File: src/hdl/sparse_matrix_accumulate_defines.svh
// Assertion macros used by the sparse matrix accumulate RTL.
// Depends on nothing; included by sparse_matrix_accumulate, which carries the assertions.
`ifndef SPARSE_MATRIX_ACCUMULATE_DEFINES_SVH
`define SPARSE_MATRIX_ACCUMULATE_DEFINES_SVH

// Same-cycle implication, disabled while reset is high.
`define SMACC_ASSERT_IMPL(label, clk, rst, ante, cons) \
   label: assert property (@(posedge clk) disable iff (rst) (ante) |-> (cons)) \
      else $error("smacc assertion failed");

// Next-cycle implication, disabled while reset is high.
`define SMACC_ASSERT_NEXT(label, clk, rst, ante, cons) \
   label: assert property (@(posedge clk) disable iff (rst) (ante) |=> (cons)) \
      else $error("smacc assertion failed");

`endif

File: src/hdl/smacc_pkg.sv
// Package for the sparse matrix accumulate block: sizes, request codes,
// sequencer states and the flag struct of the scan unit. No dependencies.
`timescale 1ns / 1ps
`default_nettype none

package smacc_pkg;

   // Matrix sizes.
   localparam int NUM_DOF     = 256;
   localparam int NUM_NONZERO = 4096;

   // Field widths of the item and the result.
   localparam int REQ_W   = 3;
   localparam int ROW_W   = 8;
   localparam int COL_W   = 8;
   localparam int ADDR_W  = 12;
   localparam int PTR_W   = 13;
   localparam int VALUE_W = 48;
   localparam int POS_W   = 12;

   // Storage geometry.
   localparam int CS_DEPTH = NUM_DOF + 1;
   localparam int CS_AW    = $clog2(CS_DEPTH);
   localparam int ENTRY_AW = $clog2(NUM_NONZERO);

   // Packed port widths.
   localparam int REQ_DATA_W = 96;
   localparam int RSP_DATA_W = 64;

   // Request codes.
   typedef enum logic [REQ_W-1:0] {
      REQ_LOAD_PTR = 3'd0,
      REQ_LOAD_ROW = 3'd1,
      REQ_ACCUM    = 3'd2,
      REQ_READ     = 3'd3,
      REQ_CLEAR    = 3'd4
   } req_kind_type;

   // Sequencer states.
   typedef enum logic [3:0] {
      ST_CLEAR,
      ST_IDLE,
      ST_EXEC,
      ST_PTR_LO,
      ST_PTR_HI,
      ST_SCAN,
      ST_CHECK,
      ST_READ_WAIT,
      ST_RESULT
   } state_type;

   // Flags from the scan unit to the sequencer.
   typedef struct packed {
      logic more;
      logic hit;
   } alu_flags_type;

endpackage

`default_nettype wire

File: src/hdl/smacc_alu.sv
// Shared scan unit: bound compare, row match, index increment and
// saturating 48-bit add. Depends on smacc_pkg.
`timescale 1ns / 1ps
`default_nettype none

module smacc_alu
   import smacc_pkg::*;
(
   input  wire logic        [PTR_W-1:0]   scan_index,
   input  wire logic        [PTR_W-1:0]   scan_end,
   input  wire logic        [ROW_W-1:0]   key_row,
   input  wire logic        [ROW_W-1:0]   entry_row,
   input  wire logic signed [VALUE_W-1:0] acc_value,
   input  wire logic signed [VALUE_W-1:0] contribution,
   output alu_flags_type                  flags,
   output logic             [PTR_W-1:0]   next_index,
   output logic signed      [VALUE_W-1:0] sum
);

   localparam logic [VALUE_W-1:0] MAX_VALUE = {1'b0, {(VALUE_W-1){1'b1}}};
   localparam logic [VALUE_W-1:0] MIN_VALUE = {1'b1, {(VALUE_W-1){1'b0}}};

   logic [VALUE_W:0] wide_sum;

   // The scan continues while the index is below the column end and the store size.
   assign flags.more = (scan_index < scan_end) && (32'(scan_index) < NUM_NONZERO);
   assign flags.hit  = (entry_row == key_row);
   assign next_index = scan_index + PTR_W'(1);

   // Add with one guard bit; clamp when the guard and sign bits differ.
   assign wide_sum = {acc_value[VALUE_W-1], acc_value}
                   + {contribution[VALUE_W-1], contribution};

   always_comb begin
      if (wide_sum[VALUE_W] != wide_sum[VALUE_W-1]) begin
         sum = wide_sum[VALUE_W] ? MIN_VALUE : MAX_VALUE;
      end else begin
         sum = wide_sum[VALUE_W-1:0];
      end
   end

endmodule

`default_nettype wire

File: config.mk
export PLATFORM = sky130hd
export DESIGN_NAME = smacc_alu
export DESIGN_NICKNAME = d
export VERILOG_FILES = /design/src/hdl/sparse_matrix_accumulate_defines.svh /design/src/hdl/smacc_pkg.sv /design/src/hdl/smacc_alu.sv
export SDC_FILE = /design/constraint.sdc
export NUM_CORES = 1
export LEC_CHECK = 0
export BUFFER_PORTS_ARGS = -buffer_cell sky130_fd_sc_hd__buf_2
export CAP_MARGIN = 30
export CORE_UTILIZATION = 49
export DETAILED_ROUTE_END_ITERATION = 10
export GPL_TIMING_DRIVEN = 0
export PLACE_DENSITY = 0.93
export SLEW_MARGIN = 20
export SYNTH_ARGS = -nofsm -noshare
export SYNTH_HDL_FRONTEND = slang
export SYNTH_SLANG_ARGS = --single-unit
File: constraint.sdc
create_clock -name vclk -period 4.3
set_input_delay 0.43 -clock vclk [all_inputs]
set_output_delay 0.43 -clock vclk [all_outputs]
set_load 0.005 [all_outputs]
==> out/metrics.cfg, run 1 <==
[cells_and_area]
multiInputGateArea_um2 = 3580
final_nets = 960
nClkBuffers = 0
num-fill-cells = 645
layout-drive-gt1-share = 0.321
syn_to_final_growth_pct = 29.4
antennaDiodeCount = 0
seqCellArea_um2 = 0
n_sequential_cell = 0
design_area_um2 = 4990

[drt]
ant_nets = 0
routed_via_density = 5.87
drc = 0
wire_per_inst_um = 14.7
drt_iter0_drc = 249
drt-total-wl_um = 12600
dr.pass1.iters = 8
num_vias = 5033

[global_routing]
grt_max_degree = 11
use_met2 = 0.520
antenna_found_initial = 0
grtUsageTotal = 0.293
grt_pass1_vias = 4759
grt_busiest_layer = met2
use_met1 = 0.373
grt.overflow.total = 0
grt_use_met3 = 0.0269
grt_pass1_wl_um = 20900

[placement]
io_buffers = 201
placed_cell_area_um2 = 4980
gp_congestion = 0.944
hpwl_um = 10600

[yosys]
ys_types = 66
synth_warnings = 0
syn_area_um2 = 3850
synth_seq_area_share = 0
netlist_instances = 557
syn_nets = 757
postSynthAreaPerCell_um2 = 6.92

[timing]
worstMarginPinSlew_ns = 0.714
fmax_mhz = 246
slew_viol_final = 0
rsz0062_at_grt = false
fin_crit_sh = 0.946
hold_ws_ns = 1.14
setup_viol = 0
relSlewSlack = 0.524
hold_viol_final = 0
final.setup.tns_ns = 0
fin_crit_ns = 4.07

[clock_network]
ctsHoldBuffers = 0

[job]
maxCapViolations = 0

[power]
p_per_area_nw_per_um2 = 178
p_leak_nw = 2.49
peakVddDrop_uv = 87.8

[die]
die_area_um2 = 8220
fp.coreArea_um2 = 7410
start_util = 0.520
die_w_um = 90.7
fp.dieH_um = 90.7
num_rows = 31
ios = 201

[worst_setup_path]
cp_max_fo = 10
arrival_ns = 3.64
start_kind = input port
worst-setup-path-type = in -> out
required_ns = 3.87
endpoint_kind = primary output

[outcome]
status = finished clean

[worst_hold_path]
hold_depth = 3
hold_class = in -> out

[power breakdown]
| group | total [mW] | switching, mW | internal [mW] |
|---|---|---|---|
| Combinational | 0.887 | 0.484 | 0.402 |
| Clock | 0 | 0 | 0 |
| Sequential | 0 | 0 | 0 |
| Total | 0.887 | 0.484 | 0.402 |
[path summary, 6_finish.rpt]
check                startpoint            end  slack, ns
setup / recovery  acc_value[10]         sum[7]       0.23
hold / removal    scan_index[0]  next_index[0]       1.14
[kinds of logic after synthesis]
kind of cell | Yosys count | synth area share
multiplexers | 3 | 0.0143
adder cells (fa/ha/maj) | 63 | 0.206
AO/OA/AOI/OAI | 219 | 0.363
XOR/XNOR | 62 | 0.141
buffers and inverters | 55 | 0.0727
AND/OR/NAND/NOR | 155 | 0.203
[critical path: stages]
cell	delay, ns
buf_2	0.10
ha_1	0.31
buf_2	0.18
a21oi_1	0.16
o21ai_0	0.16
a211oi_2	0.41
o211ai_2	0.16
a31oi_2	0.29
a32oi_2	0.20
a31o_4	0.32
mux2i_4	0.44
buf_6	0.21
o21ai_0	0.11
buf_2	0.16
[cell usage in the layout, fill, tap and decap left out, types with 4 or more instances in the layout]
cell / count
nand2b_1: 8
a21oi_1: 79
and3_1: 6
a211oi_1: 6
xor2_1: 27
nand4_1: 17
nand3_1: 21
or3_1: 4
nor2_1: 22
inv_1: 25
xnor2_1: 35
clkbuf_1: 12
o21ai_0: 44
and2_1: 5
buf_6: 7
o21bai_1: 5
a21o_1: 24
nand2_1: 48
o21ai_1: 13
nor3_1: 6
buf_2: 208
o211ai_1: 9
ha_1: 61
[layout make-up]
cell class	count	area share
well taps	99	0.0248
inverters	25	0.0188
repair buffers	201	0.202
plain buffers	30	0.0374
multi-input cells	502	0.717
[routing by layer]
layer,share of wire,vias to the layer above
met3,0.080,30
li1,-,2466
met4,0.021,0
met1,0.41,2249
met2,0.49,288
met5,0,-
[per-stage QoR]
stage / setup slack, ns / instances / power (mW) / utilization
2_1_floorplan: 0.833 / 557 / 0.554 / -
3_3_place_gp: 0.255 / 857 / 0.848 / 0.673
3_5_place_dp: 0.201 / 857 / 0.869 / 0.673
4_1_cts: 0.187 / 857 / 0.874 / 0.673
5_1_grt: 0.0295 / 857 / 0.976 / 0.673
6_report: 0.232 / 857 / 0.887 / 0.673
[synth_stat cells, types with 2 or more instances]
| library cell | n | area (µm²) |
|---|---|---|
| o211ai_1 | 9 | 67.6 |
| xor2_1 | 27 | 236 |
| o21ai_0 | 44 | 220 |
| buf_2 | 7 | 35.0 |
| and3b_1 | 2 | 17.5 |
| or2_2 | 3 | 18.8 |
| nand3_1 | 21 | 105 |
| and2_1 | 5 | 31.3 |
| nor2b_1 | 3 | 18.8 |
| o21bai_1 | 5 | 37.5 |
| nand4_1 | 17 | 106 |
| nor3_1 | 6 | 30.0 |
| a211oi_1 | 6 | 45.0 |
| buf_6 | 7 | 78.8 |
| or4_1 | 3 | 22.5 |
| or3_1 | 4 | 25.0 |
| a31oi_1 | 2 | 12.5 |
| o41ai_1 | 3 | 26.3 |
| xnor2_1 | 35 | 307 |
| a21o_1 | 24 | 180 |
| o21ai_1 | 13 | 65.1 |
| a211oi_2 | 2 | 25.0 |
| nand2b_1 | 8 | 50.1 |
| o21a_1 | 3 | 22.5 |
| and4_1 | 3 | 26.3 |
| clkbuf_1 | 12 | 45.0 |
| nand2_1 | 48 | 180 |
| mux2i_4 | 2 | 45.0 |
| inv_1 | 25 | 93.8 |
| nor2_1 | 22 | 82.6 |
| and3_1 | 6 | 37.5 |
| a221oi_1 | 3 | 26.3 |
| a21oi_1 | 80 | 400 |
| buf_4 | 3 | 22.5 |
| a31oi_2 | 2 | 25.0 |
| o22ai_1 | 2 | 12.5 |
| ha_1 | 61 | 763 |
[repair_timing]
action / 4_1_cts / 5_1_grt
resized for setup: 0 / 1
setup buffers: 0 / 0
setup endpoints to repair: 0 / 3
No activity file was read; power rests on OpenSTA's default activity.
==> run 2: changes to the inputs <==
--- a/config.mk
+++ b/config.mk
@@ -11,6 +11,7 @@
 export DETAILED_ROUTE_END_ITERATION = 10
 export GPL_TIMING_DRIVEN = 0
 export PLACE_DENSITY = 0.93
+export RECOVER_POWER = 50
 export SLEW_MARGIN = 20
 export SYNTH_ARGS = -nofsm -noshare
 export SYNTH_HDL_FRONTEND = slang
==> run 2 against run 1 <==
Combinational power is 0.6% lower. Critical endpoint unchanged. Core utilization is 0.25 points lower. Cell area is 0.38% lower. Highest routed layer unchanged. Die area stayed put. Critical path depth stayed put.
==> out/metrics.cfg, run 2 (synthesized netlist as in run 1, its figures left out) <==
[outcome]
status = finished clean

[worst_setup_path]
required_ns = 3.87  ; about the same
endpoint_kind = primary output
cp_max_fo = 10  ; unchanged
start_kind = input port
arrival_ns = 3.69  ; +0.05 ns
worst-setup-path-type = in -> out

[job]
maxCapViolations = 0  ; unchanged

[cells_and_area]
n_sequential_cell = 0  ; unchanged
multiInputGateArea_um2 = 3570  ; -0.21%
final_nets = 960  ; unchanged
layout_common_cells = buf_2, a21oi_1, ha_1
antennaDiodeCount = 0  ; unchanged
mostFrequentLayoutCell = buf_2
final_cells = 857  ; unchanged
syn_to_final_growth_pct = 28.9
seqCellArea_um2 = 0  ; unchanged
num-fill-cells = 655  ; +1.6%
layout-drive-gt1-share = 0.307  ; -0.0132
design_area_um2 = 4970  ; -0.38%
nClkBuffers = 0  ; unchanged

[timing]
relSlewSlack = 0.536  ; +0.0119
fin_crit_sh = 0.959  ; +0.0125
hold_viol_final = 0  ; unchanged
slew_viol_final = 0  ; unchanged
rsz0062_at_grt = false
fmax_mhz = 243  ; -1.3%
fin_crit_ns = 4.12  ; +0.0536 ns
setup_viol = 0  ; unchanged
hold_ws_ns = 1.13  ; -0.00266 ns
final.setup.tns_ns = 0  ; unchanged
worstMarginPinSlew_ns = 0.696  ; -0.0179 ns

[die]
fp.dieH_um = 90.7  ; unchanged
fp.coreArea_um2 = 7410  ; unchanged
ios = 201  ; unchanged
start_util = 0.520  ; unchanged
die_w_um = 90.7  ; unchanged
die_area_um2 = 8220  ; unchanged
num_rows = 31  ; unchanged

[placement]
gp_congestion = 0.944  ; unchanged
placed_cells = 857  ; unchanged
placed_cell_area_um2 = 4980  ; unchanged
hpwl_um = 10600  ; unchanged
io_buffers = 201  ; unchanged

[power]
p_leak_nw = 2.46  ; -1.1%
peakVddDrop_uv = 87.7  ; -0.11%
p_per_area_nw_per_um2 = 178  ; -0.10%
total_power_mw = 0.882  ; -0.48%

[clock_network]
ctsResizeCount = 0  ; unchanged
postCtsSetupRepairBufs = 0  ; unchanged
ctsHoldBuffers = 0  ; unchanged

[global_routing]
antenna_found_initial = 0  ; unchanged
grtUsageTotal = 0.293  ; unchanged
grt_pass1_wl_um = 20900  ; unchanged
grt_pass1_vias = 4759  ; unchanged
grt.overflow.total = 0  ; unchanged
grt_max_degree = 11  ; unchanged

[drt]
drt-total-wl_um = 12600  ; about the same
drt_iter0_drc = 237  ; -4.8%
num_vias = 5033  ; unchanged
routed_via_density = 5.87  ; unchanged
wl_met3_um = 898  ; -11%
wire_per_inst_um = 14.7  ; about the same
dr.pass1.iters = 4  ; -4
drt-met1-wl_um = 5290  ; +2.1%
ant_nets = 0  ; unchanged
drc = 0  ; unchanged
wl_met2_um = 6130  ; -0.15%
top_layer = met4

[worst_hold_path]
hold_depth = 3  ; unchanged
hold_path_end = next_index[10]
hp-start = scan_index[10]
hold_class = in -> out

==> run 2: cell types whose count changed in the layout (fill, tap and decap cells not counted) <==
cell      change
and2_0        +1
o21ai_0       +3
a32oi_2       -1
and2_1        -1
o21ai_1       -3
clkbuf_1      +8
buf_2        -13
clkbuf_2      +4
buf_1         +1
a32oi_1       +1
==> run 2: worst max-delay path by stage <==
stage,from,endpoint,cells past startpoint
6_report,acc_value[12],sum[7],14
5_1_grt,acc_value[0],sum[18],15
4_1_cts,acc_value[0],sum[18],15
3_5_place_dp,acc_value[0],sum[18],15
3_3_place_gp,acc_value[0],sum[18],15
2_1_floorplan,acc_value[0],sum[42],12
==> run 2: layout make-up <==
cell class,count,share of cell area
multi-input combinational,502,0.718
timing repair buffer,201,0.200
buffer,30,0.0375
tap,99,0.0249
inverter,25,0.0189
==> run 2: power by group <==
group | leakage, nW | internal, mW | switching, mW
registers | 0 | 0 | 0
logic | 2.46 | 0.400 | 0.483
clock network | 0 | 0 | 0
total | 2.46 | 0.400 | 0.483
==> run 2: worst max-delay path, cell delays in order <==
cell and delay (ns):
buf_2 0.10, ha_1 0.27, buf_4 0.15, o21a_1 0.12, o211ai_1 0.11, a2111o_1 0.48
o211ai_2 0.20, a31oi_2 0.15, a32oi_1 0.44, a31o_4 0.28, mux2i_4 0.49, buf_6 0.21
o21ai_0 0.11, buf_2 0.16
==> run 2: layer usage <==
layer | global-route usage | up-vias
li1 | - | 2470
met1 | 0.373 | 2272
met2 | 0.520 | 259
met4 | 0.0820 | 0
met5 | 0 | -
met3 | 0.0269 | 32
==> run 2: metrics by stage <==
stage | setup WS, ns | utilization
floorplan | 0.833 | -
global placement | 0.255 | 0.673
detailed placement | 0.201 | 0.673
CTS | 0.187 | 0.673
global route | 0.0295 | 0.670
finish | 0.178 | 0.670
