===== src/hdl/sparse_matrix_accumulate_defines.svh =====
// Assertion macros used by the sparse matrix accumulate RTL.
// Depends on nothing; included by sparse_matrix_accumulate, which carries the assertions.
`ifndef SPARSE_MATRIX_ACCUMULATE_DEFINES_SVH
`define SPARSE_MATRIX_ACCUMULATE_DEFINES_SVH

// Same-cycle implication, disabled while reset is high.
`define SMACC_ASSERT_IMPL(label, clk, rst, ante, cons) \
   label: assert property (@(posedge clk) disable iff (rst) (ante) |-> (cons)) \
      else $error("smacc assertion failed");

// Next-cycle implication, disabled while reset is high.
`define SMACC_ASSERT_NEXT(label, clk, rst, ante, cons) \
   label: assert property (@(posedge clk) disable iff (rst) (ante) |=> (cons)) \
      else $error("smacc assertion failed");

`endif


===== src/hdl/smacc_ram.sv =====
// Generic single-write, single-read RAM with registered read data.
// No dependencies.
`timescale 1ns / 1ps
`default_nettype none

module smacc_ram #(
   parameter int WIDTH = 8,
   parameter int DEPTH = 16
) (
   input  wire logic                     clock,
   input  wire logic                     wr_en,
   input  wire logic [$clog2(DEPTH)-1:0] wr_addr,
   input  wire logic [WIDTH-1:0]         wr_data,
   input  wire logic [$clog2(DEPTH)-1:0] rd_addr,
   output logic      [WIDTH-1:0]         rd_data
);

   logic [WIDTH-1:0] mem_ff [DEPTH];

   // Write port and registered read port.
   always_ff @(posedge clock) begin
      if (wr_en) begin
         mem_ff[wr_addr] <= wr_data;
      end
      rd_data <= mem_ff[rd_addr];
   end

endmodule

`default_nettype wire


===== config.mk =====
export PLATFORM = sky130hd
export DESIGN_NAME = smacc_ram
export DESIGN_NICKNAME = d
export VERILOG_FILES = /design/src/hdl/sparse_matrix_accumulate_defines.svh /design/src/hdl/smacc_ram.sv
export SDC_FILE = /design/constraint.sdc
export NUM_CORES = 1
export LEC_CHECK = 0
export ABC_AREA = 0
export BUFFER_PORTS_ARGS = -buffer_cell sky130_fd_sc_hd__buf_2
export CAP_MARGIN = 30
export CORE_ASPECT_RATIO = 1.5
export CORE_MARGIN = 5
export CORE_UTILIZATION = 37
export CTS_BUF_LIST = sky130_fd_sc_hd__clkbuf_8
export DETAILED_ROUTE_END_ITERATION = 16
export SLEW_MARGIN = 30
export SYNTH_ARGS = -nofsm -noshare
export SYNTH_HDL_FRONTEND = slang
export SYNTH_SLANG_ARGS = --single-unit

===== constraint.sdc =====
create_clock -name clock -period 2 [get_ports clock]
set_input_delay 0.5 -clock clock [delete_from_list [all_inputs] [get_ports clock]]
set_output_delay 0.5 -clock clock [all_outputs]
set_load 0.02 [all_outputs]

==> flow_metrics.py, run 1 <==
metrics = {
    "floorplanning": {
        "num_rows": 52,
        "dieArea_sq_um": 16400,
        "die_x_um": 106,
        "coreArea_sq_um": 13600,
        "initial_core_util_pct": 37.9,
        "die_y_um": 154,
        "io_pins": 26,
    },
    "worst_setup_path": {
        "cp.required_ps": 2320,
        "cp_slowest_stage_delay_ps": 580,
        "cp-start-kind": "input pin",
        "path_delay_family": "multiplexers",
        "crit_path_top_delay_cell": "mux4_1",
        "cp_cell_sequence": "buf_2 > buf_4 > mux4_1 > a22oi_1 > nand2_1",
        "r2r_cells": 3,
        "path_buf_inv": 2,
        "r2r_slack_ps": 670,
        "worst-setup-path-type": "in2reg",
        "cp-startpoint": "rd_addr[0]",
        "endpoint_kind": "register",
        "crit_arrival_ps": 1780,
        "timing.rr.end": "rd_data[1]$_DFF_P_",
        "crit_fanout": 7,
        "worstReg2RegStart": "mem_ff[1][1]$_DFFE_PP_",
    },
    "route": {
        "drtIter0Drc": 111,
        "vias": 2399,
        "drc": 0,
        "first_pass_iters": 4,
        "vias_per_cell": 5.16,
        "antenna_left": 0,
        "wl_per_cell_um": 21.7,
        "routed_wirelength_um": 10100,
    },
    "placed_design": {
        "place_congestion": 0.773,
        "pre_cts_slack_ps": 81.2,
        "io_buffers": 25,
        "place_hpwl_um": 7040,
    },
    "pwr": {
        "p_int_mw": 4.30,
        "clockPowerShare_pct": 36.5,
        "p_per_area_nw_per_um2": 928,
        "leakage_nw": 2.02,
        "sw_frac_of_total_pct": 22.5,
        "power.switching_mw": 1.25,
        "power.total_mw": 5.55,
        "power_frac_comb_pct": 5.8,
        "seqPwrFrac_pct": 57.7,
        "peakVddDrop_uv": 335,
    },
    "logic_synthesis": {
        "syn-cell-area_sq_um": 5150,
        "avgSynthCellArea_sq_um": 22.5,
        "synthDistinctLibCells": 19,
        "yosysSeqAreaShare_pct": 77.8,
        "yosys_warnings": 0,
        "synth_cells": 229,
        "ys_ff_latch": 136,
        "synth_nets": 247,
    },
    "flow_run": {
        "drv_cap": 0,
    },
    "outcome": {
        "status": "finished clean",
    },
    "sta": {
        "min_period_over_period_pct": 73.2,
        "slew_viol_final": 0,
        "relSlewSlack_pct": 73.1,
        "rsz0062_at_grt": "false",
        "skew_ps": 7.65,
        "tightest_slew_ps": 403,
        "setup_viol": 0,
        "finalHoldViolCount": 0,
        "fin_setup_tns_ps": 0,
        "setup_slack_ps": 536,
        "min_period_ps": 1460,
        "clock.fmax_mhz": 683,
    },
    "cts": {
        "cts-htree-levels": 4,
        "ctsHoldBuffers": 0,
        "numCtsBuffers": 17,
        "cts_tree": "yes",
        "cts_buffer_depth": 2,
        "root_buffer": "clkbuf_8",
        "clkTransAtPathRegs_ps": 80,
        "insertion_delay_ps": 430,
        "cts_setup_buffers": 0,
        "cts_num_sinks": 136,
        "cts_resized": 0,
    },
    "grt": {
        "grt_pass1_vias": 2570,
        "track_usage_pct": 13.2,
        "grt_max_degree": 19,
        "grt_overflow": 0,
        "antenna_found_initial": 0,
        "grt_pass1_wl_um": 15600,
    },
    "layout": {
        "drive_gt1_share_pct": 33.3,
        "diodes": 0,
        "fin_util_pct": 44.0,
        "final_common_cell": "edfxtp_1",
        "fin_nets": 308,
        "area_growth_pct": 16.2,
        "most-common-layout-cells": "edfxtp_1, buf_2, buf_4, mux4_2, clkbuf_8",
    },
    "worst_hold_path": {
        "hold_path.class": "in2reg",
        "worstHoldPathCells": 1,
        "min_to": "mem_ff[6][5]$_DFFE_PP_",
        "hold_start": "wr_data[5]",
    },
}
==> power by group through the flow <==
stage	Sequential, mW	Combinational [mW]	Clock [mW]
4_1_cts	3.20	0.329	2.07
5_1_grt	3.21	0.351	2.21
6_report	3.20	0.321	2.03
2_1_floorplan	3.28	0.162	0
3_5_place_dp	3.27	0.329	0
3_3_place_gp	3.27	0.321	0
==> through the flow <==
stage          area [sq um]  hold slack [ps]  instances
2_1_floorplan          5150              599        229
3_3_place_gp           5620              646        433
3_5_place_dp           5620              656        433
4_1_cts                5980              426        465
5_1_grt                5980              437        465
6_report               5980              450        465
==> routing by layer <==
metal	global-route usage (%)	share of wire [%]	up-vias
met5	0	0	-
met4	4.81	1.2	0
met3	3.38	3.1	6
met2	23.1	55	51
met1	15.6	40	1245
li1	-	-	1097
==> worst max-delay path by stage <==
stage	slack [ps]	depth (start not counted)	endpoint
2_1_floorplan	7	2	mem_ff[0][0]$_DFFE_PP_
3_3_place_gp	100	5	rd_data[1]$_DFF_P_
3_5_place_dp	80	5	rd_data[1]$_DFF_P_
4_1_cts	490	1	rd_data[7]
5_1_grt	470	1	rd_data[7]
6_report	540	5	rd_data[1]$_DFF_P_
==> flip-flops by register name (all words and copies together), names as in the netlist <==
register,cells
mem_ff,128
rd_data,8
==> kinds of logic after synthesis <==
logic type | count (synthesis) | share of synthesized area, %
flip-flops | 136 | 77.8
AND/OR/NAND/NOR | 35 | 3.18
multiplexers | 32 | 15.0
AO/OA/AOI/OAI | 16 | 2.33
buffers and inverters | 10 | 1.68
==> layout make-up <==
cell class                      count  area (sq um)
Fill cell                        1135          7620
Sequential cell                   136          4000
Multi-Input combinational cell     83          1060
Timing Repair Buffer               52           353
Clock buffer                       17           234
Tap cell                          162           203
Clock inverter                     15           130
==> cells in the mapped netlist <==
library cell | number | area (sq um)
mux4_1 | 14 | 368
dfxtp_1 | 8 | 160
nand2b_1 | 2 | 12.5
nor2b_1 | 1 | 6.26
mux4_2 | 18 | 405
and2b_1 | 1 | 7.51
buf_6 | 3 | 33.8
nor2_1 | 13 | 48.8
clkdlybuf4s25_2 | 3 | 30.0
nand3_1 | 1 | 5.00
nand3b_1 | 2 | 15.0
nand2_1 | 9 | 33.8
buf_4 | 1 | 7.51
a22oi_1 | 16 | 120
buf_2 | 3 | 15.0
or3b_2 | 1 | 8.76
and2_1 | 1 | 6.26
nor3_1 | 4 | 20.0
edfxtp_1 | 128 | 3840
(Power assumes the default switching activity.)
==> run 2, diff against run 1 <==
--- a/config.mk
+++ b/config.mk
@@ -5,7 +5,7 @@
 export SDC_FILE = /design/constraint.sdc
 export NUM_CORES = 1
 export LEC_CHECK = 0
-export ABC_AREA = 0
+export ABC_AREA = 1
 export BUFFER_PORTS_ARGS = -buffer_cell sky130_fd_sc_hd__buf_2
 export CAP_MARGIN = 30
 export CORE_ASPECT_RATIO = 1.5
==> constraint.sdc (replaced) <==
create_clock -name clock -period 1.25 [get_ports clock]
set_input_delay 0.3125 -clock clock [delete_from_list [all_inputs] [get_ports clock]]
set_output_delay 0.3125 -clock clock [all_outputs]
set_load 0.02 [all_outputs]
==> run 2 against run 1 <==
- die area is 11% higher
- synthesized area is 12% higher
- highest routed layer unchanged
- core utilization is 0.73 points lower
- clock power is 60% higher
- synthesized cell count is 140% higher
- critical endpoint is now rd_data[6]
- via count is 59% higher
- critical path depth is 4 lower
- critical path type is now reg2out
- register-to-register slack worse by 460 ps
- global-route usage is 2.5 points higher
- worst setup slack worse by 480 ps
- first-iteration DRC count is 110% higher
==> flow_metrics.py, run 2 <==
metrics = {
    "outcome": {
        "status": "finished clean",
    },
    "worst_hold_path": {
        "hold_start": "wr_data[5]",
        "min_to": "mem_ff[15][5]$_DFFE_PP_",
        "worstHoldPathCells": 1,
        "hold_path.class": "in2reg",
    },
    "layout": {
        "most-common-layout-cells": "nand2_1, edfxtp_1, inv_1, nand3_1, buf_4",
        "drive_gt1_share_pct": 14.8,
        "fin_nets": 621,
        "reg_top3": "mem_ff x128, rd_data x8",
        "largest_reg_flops": 128,
        "fillers": 1473,
        "diodes": 0,
        "regArea_sq_um": 4010,
        "top_register": "mem_ff",
        "multi_input_area_sq_um": 1210,
        "area_growth_pct": 16.1,
        "final_common_cell": "nand2_1",
    },
    "grt": {
        "grt_pass1_vias": 3927,
        "grt_max_degree": 49,
        "grt_overflow": 0,
        "antenna_found_initial": 0,
        "grt_pass1_wl_um": 21200,
        "track_usage_pct": 15.7,
    },
    "route": {
        "first_pass_iters": 4,
        "routed_wirelength_um": 13400,
        "vias": 3811,
        "drc": 0,
        "wl_per_cell_um": 16.4,
        "drtIter0Drc": 233,
        "antenna_left": 0,
        "vias_per_cell": 4.65,
    },
    "logic_synthesis": {
        "async_flop_share_pct": 0,
        "synth-edff-count": 128,
        "syn-cell-area_sq_um": 5770,
        "synth_cells": 551,
        "synth_compound_area_share_pct": 0,
        "synth_top_family_by_area": "simple AND/OR/NAND/NOR gates",
        "synth_adder_area_share_pct": 0,
        "yosys.area.top_type_share_pct": 66.7,
        "synthDistinctLibCells": 12,
        "synth_nets": 569,
        "yosys_warnings": 0,
        "yosysSeqAreaShare_pct": 69.4,
        "synthFlopType": "edfxtp_1",
        "synth_xor_area_share_pct": 0,
        "synthSimpleGateAreaFrac_pct": 21.0,
        "ys_top_cells_by_count": "nand2_1, edfxtp_1, inv_1, nand3_1, nor2_1",
        "synth_most_common_cell": "nand2_1",
        "yosysTopAreaCell": "edfxtp_1",
        "muxShareOfSynthArea_pct": 0,
        "avgSynthCellArea_sq_um": 10.5,
        "synth.area.top_cells": "edfxtp_1, nand2_1, nand3_1",
        "ys_ff_latch": 136,
    },
    "worst_setup_path": {
        "crit_fanout": 1,
        "r2r_slack_ps": 210,
        "endpoint_kind": "primary output",
        "crit_path_top_delay_cell": "dfxtp_2",
        "r2r_cells": 6,
        "path_buf_inv": 1,
        "timing.rr.end": "rd_data[6]$_DFF_P_",
        "path_delay_family": "flip-flops",
        "cp.required_ps": 940,
        "worst-setup-path-type": "reg2out",
        "cp_slowest_stage_delay_ps": 350,
        "worstReg2RegStart": "mem_ff[13][6]$_DFFE_PP_",
        "crit_arrival_ps": 890,
        "cp-start-kind": "register",
        "cp_cell_sequence": "buf_6",
    },
    "sta": {
        "skew_ps": 9.84,
        "finalHoldViolCount": 0,
        "setup_slack_ps": 51.9,
        "relSlewSlack_pct": 71.9,
        "fin_setup_tns_ps": 0,
        "clock.fmax_mhz": 835,
        "min_period_over_period_pct": 95.8,
        "setup_viol": 0,
        "rsz0062_at_grt": "true",
        "slew_viol_final": 0,
        "tightest_slew_ps": 422,
        "min_period_ps": 1200,
    },
    "pwr": {
        "leakage_nw": 2.92,
        "power.total_mw": 9.12,
        "peakVddDrop_uv": 686,
        "p_per_area_nw_per_um2": 1360,
    },
    "cts": {
        "root_buffer": "clkbuf_8",
        "ctsHoldBuffers": 0,
        "cts_num_sinks": 136,
        "cts_buffer_depth": 2,
        "cts-htree-levels": 4,
        "insertion_delay_ps": 430,
        "numCtsBuffers": 17,
        "clkTransAtPathRegs_ps": 70,
        "cts_tree": "yes",
    },
    "flow_run": {
        "drv_cap": 0,
    },
    "floorplanning": {
        "dieArea_sq_um": 18200,
        "num_rows": 56,
        "io_pins": 26,
        "initial_core_util_pct": 37.2,
        "die_y_um": 163,
        "coreArea_sq_um": 15500,
        "die_x_um": 112,
    },
    "placed_design": {
        "place_hpwl_um": 9100,
        "place_congestion": 0.791,
        "pre_cts_slack_ps": -129,
        "io_buffers": 25,
    },
}
[run 2: cell count changes in the layout (fill, tap and decap cells not counted), sizes merged, moves of 2 or more]
cell      change
nand3        +96
nand2b        -2
inv         +103
nor3          -4
clkinvlp      -3
nand2       +164
nor2          +4
mux4         -32
buf           +5
a22oi        -16
[run 2: cell families after synthesis]
| group | after synthesis |
|---|---|
| AND/OR/NAND/NOR | 289 |
| flip-flops | 136 |
| buffers and inverters | 126 |
[run 2: routing by layer]
metal	GRT usage (%)	vias to the layer above	wire [um]	part of all wire [%]
met5	0	-	0	0
met4	6.34	0	335	2.5
met3	3.61	21	566	4.2
met2	28.8	107	7390	55
met1	17.3	1813	5130	38
li1	-	1870	-	-
[run 2: stage by stage]
stage	cell area, sq um	utilization [%]	instances	hold WS [ps]
5_1_grt	6700	43.3	819	283
3_5_place_dp	6280	40.6	787	639
3_3_place_gp	6280	40.6	787	632
6_report	6700	43.3	819	304
4_1_cts	6660	43.0	819	288
2_1_floorplan	5770	-	551	411
[run 2: how the worst max path moves through the flow]
stage | to | cells after the start | slack, ps | startpoint
detailed placement | rd_data[6]$_DFF_P_ | 8 | -130 | rd_addr[0]
finish | rd_data[6] | 1 | 50 | rd_data[6]$_DFF_P_
CTS | rd_data[6] | 1 | 6 | rd_data[6]$_DFF_P_
global route | rd_data[6] | 1 | -20 | rd_data[6]$_DFF_P_
global placement | rd_data[6]$_DFF_P_ | 8 | -120 | rd_addr[0]
floorplan | mem_ff[4][0]$_DFFE_PP_ | 2 | -10 | wr_addr[3]
[run 2: area by class of cell]
class / count / share of cell area, %
Timing Repair Buffer: 57 / 7.14
Clock buffer: 17 / 3.49
Inverter: 102 / 5.72
Clock inverter: 15 / 1.83
Multi-Input combinational cell: 289 / 18.1
Tap cell: 203 / 3.79
Sequential cell: 136 / 59.9
[run 2: repair_timing]
item	in CTS	in global routing
setup endpoints to repair	4	8
resized for setup	10	13
buffers inserted	0	0
[run 2: power by group]
part | switching [mW] | internal (mW)
combinational | 0.477 | 0.253
sequential | 0.0387 | 5.10
clock | 1.55 | 1.71
total | 2.06 | 7.06
==> run 3, diff against run 2 <==
--- a/config.mk
+++ b/config.mk
@@ -8,11 +8,12 @@
 export ABC_AREA = 1
 export BUFFER_PORTS_ARGS = -buffer_cell sky130_fd_sc_hd__buf_2
 export CAP_MARGIN = 30
-export CORE_ASPECT_RATIO = 1.5
+export CORE_ASPECT_RATIO = 0.9
 export CORE_MARGIN = 5
 export CORE_UTILIZATION = 37
 export CTS_BUF_LIST = sky130_fd_sc_hd__clkbuf_8
 export DETAILED_ROUTE_END_ITERATION = 16
+export HOLD_SLACK_MARGIN = 0.06
 export SLEW_MARGIN = 30
 export SYNTH_ARGS = -nofsm -noshare
 export SYNTH_HDL_FRONTEND = slang
==> constraint.sdc (replaced) <==
create_clock -name clock -period 1.25 [get_ports clock]
set_input_delay 0.375 -clock clock [delete_from_list [all_inputs] [get_ports clock]]
set_output_delay 0.375 -clock clock [all_outputs]
set_load 0.02 [all_outputs]
==> run 3 against run 2 <==
- the run now ends with negative setup slack left
- first-iteration DRC count increased by 20%
- clock power is 3% lower
- clock-buffer cell count is the same
- register-to-register slack better by 50 ps
- non-clock buffer count grew 1
- critical endpoint is now rd_data[4]
==> flow_metrics.py, run 3 (same netlist as run 2, synthesis figures left out) <==
metrics = {
    "layout": {
        "diodes": 0,
        "final_area_sq_um": 6750,
        "top_register": "mem_ff",
        "largest_reg_flops": 128,
        "area_growth_pct": 17.0,
        "final_cells": 819,
        "reg_top3": "mem_ff x128, rd_data x8",
        "fin_nets": 622,
        "final_common_cell": "nand2_1",
        "drive_gt1_share_pct": 16.5,
        "most-common-layout-cells": "nand2_1, edfxtp_1, inv_1, nand3_1, buf_4",
    },
    "worst_setup_path": {
        "cp_slowest_stage_delay_ps": 360,
        "cp_cell_sequence": "buf_6",
        "path_delay_family": "flip-flops",
        "cp.required_ps": 880,
        "path_buf_inv": 1,
        "cp-start-kind": "register",
        "crit_arrival_ps": 930,
        "endpoint_kind": "primary output",
        "crit_fanout": 1,
        "worst-setup-path-type": "reg2out",
        "crit_path_top_delay_cell": "dfxtp_4",
    },
    "cts": {
        "cts_num_sinks": 136,
        "cts_resized": 25,
        "numCtsBuffers": 17,
        "cts_buffer_depth": 2,
        "insertion_delay_ps": 440,
        "ctsHoldBuffers": 0,
        "cts-htree-levels": 4,
        "cts_tree": "yes",
        "root_buffer": "clkbuf_8",
        "clkTransAtPathRegs_ps": 80,
        "cts_setup_buffers": 0,
    },
    "floorplanning": {
        "coreArea_sq_um": 15300,
        "die_x_um": 142,
        "io_pins": 26,
        "dieArea_sq_um": 18200,
        "initial_core_util_pct": 37.6,
        "die_y_um": 128,
        "num_rows": 43,
    },
    "sta": {
        "clock.fmax_mhz": 768,
        "tightest_slew_ps": 390,
        "setup_slack_ps": -51.4,
        "relSlewSlack_pct": 74.0,
        "slew_viol_final": 0,
        "rsz0062_at_grt": "true",
        "min_period_over_period_pct": 104,
        "skew_ps": 8.17,
        "setup_viol": 8,
        "finalHoldViolCount": 0,
        "min_period_ps": 1300,
    },
    "grt": {
        "antenna_found_initial": 0,
        "grt_pass1_wl_um": 20500,
        "grt_overflow": 0,
        "grt_max_degree": 28,
        "track_usage_pct": 15.0,
        "grt_pass1_vias": 3703,
    },
    "route": {
        "vias": 3858,
        "drtIter0Drc": 279,
        "antenna_left": 0,
        "routed_wirelength_um": 13100,
        "drc": 0,
        "first_pass_iters": 5,
        "vias_per_cell": 4.71,
        "wl_per_cell_um": 16.0,
    },
    "worst_hold_path": {
        "hold_path.class": "in2reg",
    },
    "pwr": {
        "leakage_nw": 2.89,
        "p_per_area_nw_per_um2": 1340,
        "power.total_mw": 9.03,
        "peakVddDrop_uv": 943,
    },
    "placed_design": {
        "dp.cells": 787,
        "place_hpwl_um": 8800,
        "pre_cts_slack_ps": -217,
        "io_buffers": 25,
        "dpl_cell_area_sq_um": 6340,
        "place_congestion": 0.890,
    },
    "outcome": {
        "status": "finished with violations",
        "violations": "negative setup slack",
    },
    "flow_run": {
        "drv_cap": 0,
    },
}
-- run 3: changes by cell type in the layout (fill, tap and decap cells not counted) --
cell / change
clkinvlp_4: +6
nor2_1: -5
nor2_2: +5
inv_1: -4
buf_12: +3
buf_4: -2
bufinv_16: -1
clkinv_4: -1
dfxtp_1: -1
dfxtp_4: +1
-- run 3: cell type report --
class	instances	area, sq um
well taps	202	253
fillers	1453	8580
inverters	102	383
clock inverters	15	114
repair buffers	58	523
clock buffers	17	234
multi-input cells	289	1230
flip-flops and latches	136	4020
-- run 3: worst register-to-register path, delay by kind of cell (launching register included) --
kind,cells,cell delay (ps)
and+or+nand+nor,5,460
DFF,1,370
buffers and inverters,1,60
-- run 3: path summary, 6_finish.rpt --
kind                                start                 end  slack, ps  cells past startpoint
setup / recovery       rd_data[4]$_DFF_P_          rd_data[4]        -50                      1
hold / removal                 rd_addr[3]  rd_data[2]$_DFF_P_        270                      3
setup reg to reg   mem_ff[7][3]$_DFFE_PP_  rd_data[3]$_DFF_P_        260                      6
hold reg to reg   mem_ff[11][2]$_DFFE_PP_  rd_data[2]$_DFF_P_        680                      6
-- run 3: where the power goes --
group          total [mW]  internal, mW  switching [mW]
clock network        3.16          1.52            1.63
registers            5.14          5.10          0.0387
logic               0.732         0.257           0.475
total                9.03          6.88            2.15
-- run 3: per-stage QoR --
stage / hold slack (ps) / setup TNS, ps / utilization [%]
2_1_floorplan: 474 / -6520 / -
3_3_place_gp: 653 / -9360 / 41.3
3_5_place_dp: 668 / -14770 / 41.3
4_1_cts: 246 / -339 / 44.0
5_1_grt: 246 / -490 / 44.0
6_report: 270 / -111 / 44.0
-- run 3: per-layer routing --
layer  vias up  GRT usage (%)  wire, um
met3        22           3.53       738
li1       1878              -         -
met2       122           23.5      6160
met5         -              0         0
met1      1836           20.6      5930
met4         0           5.25       271
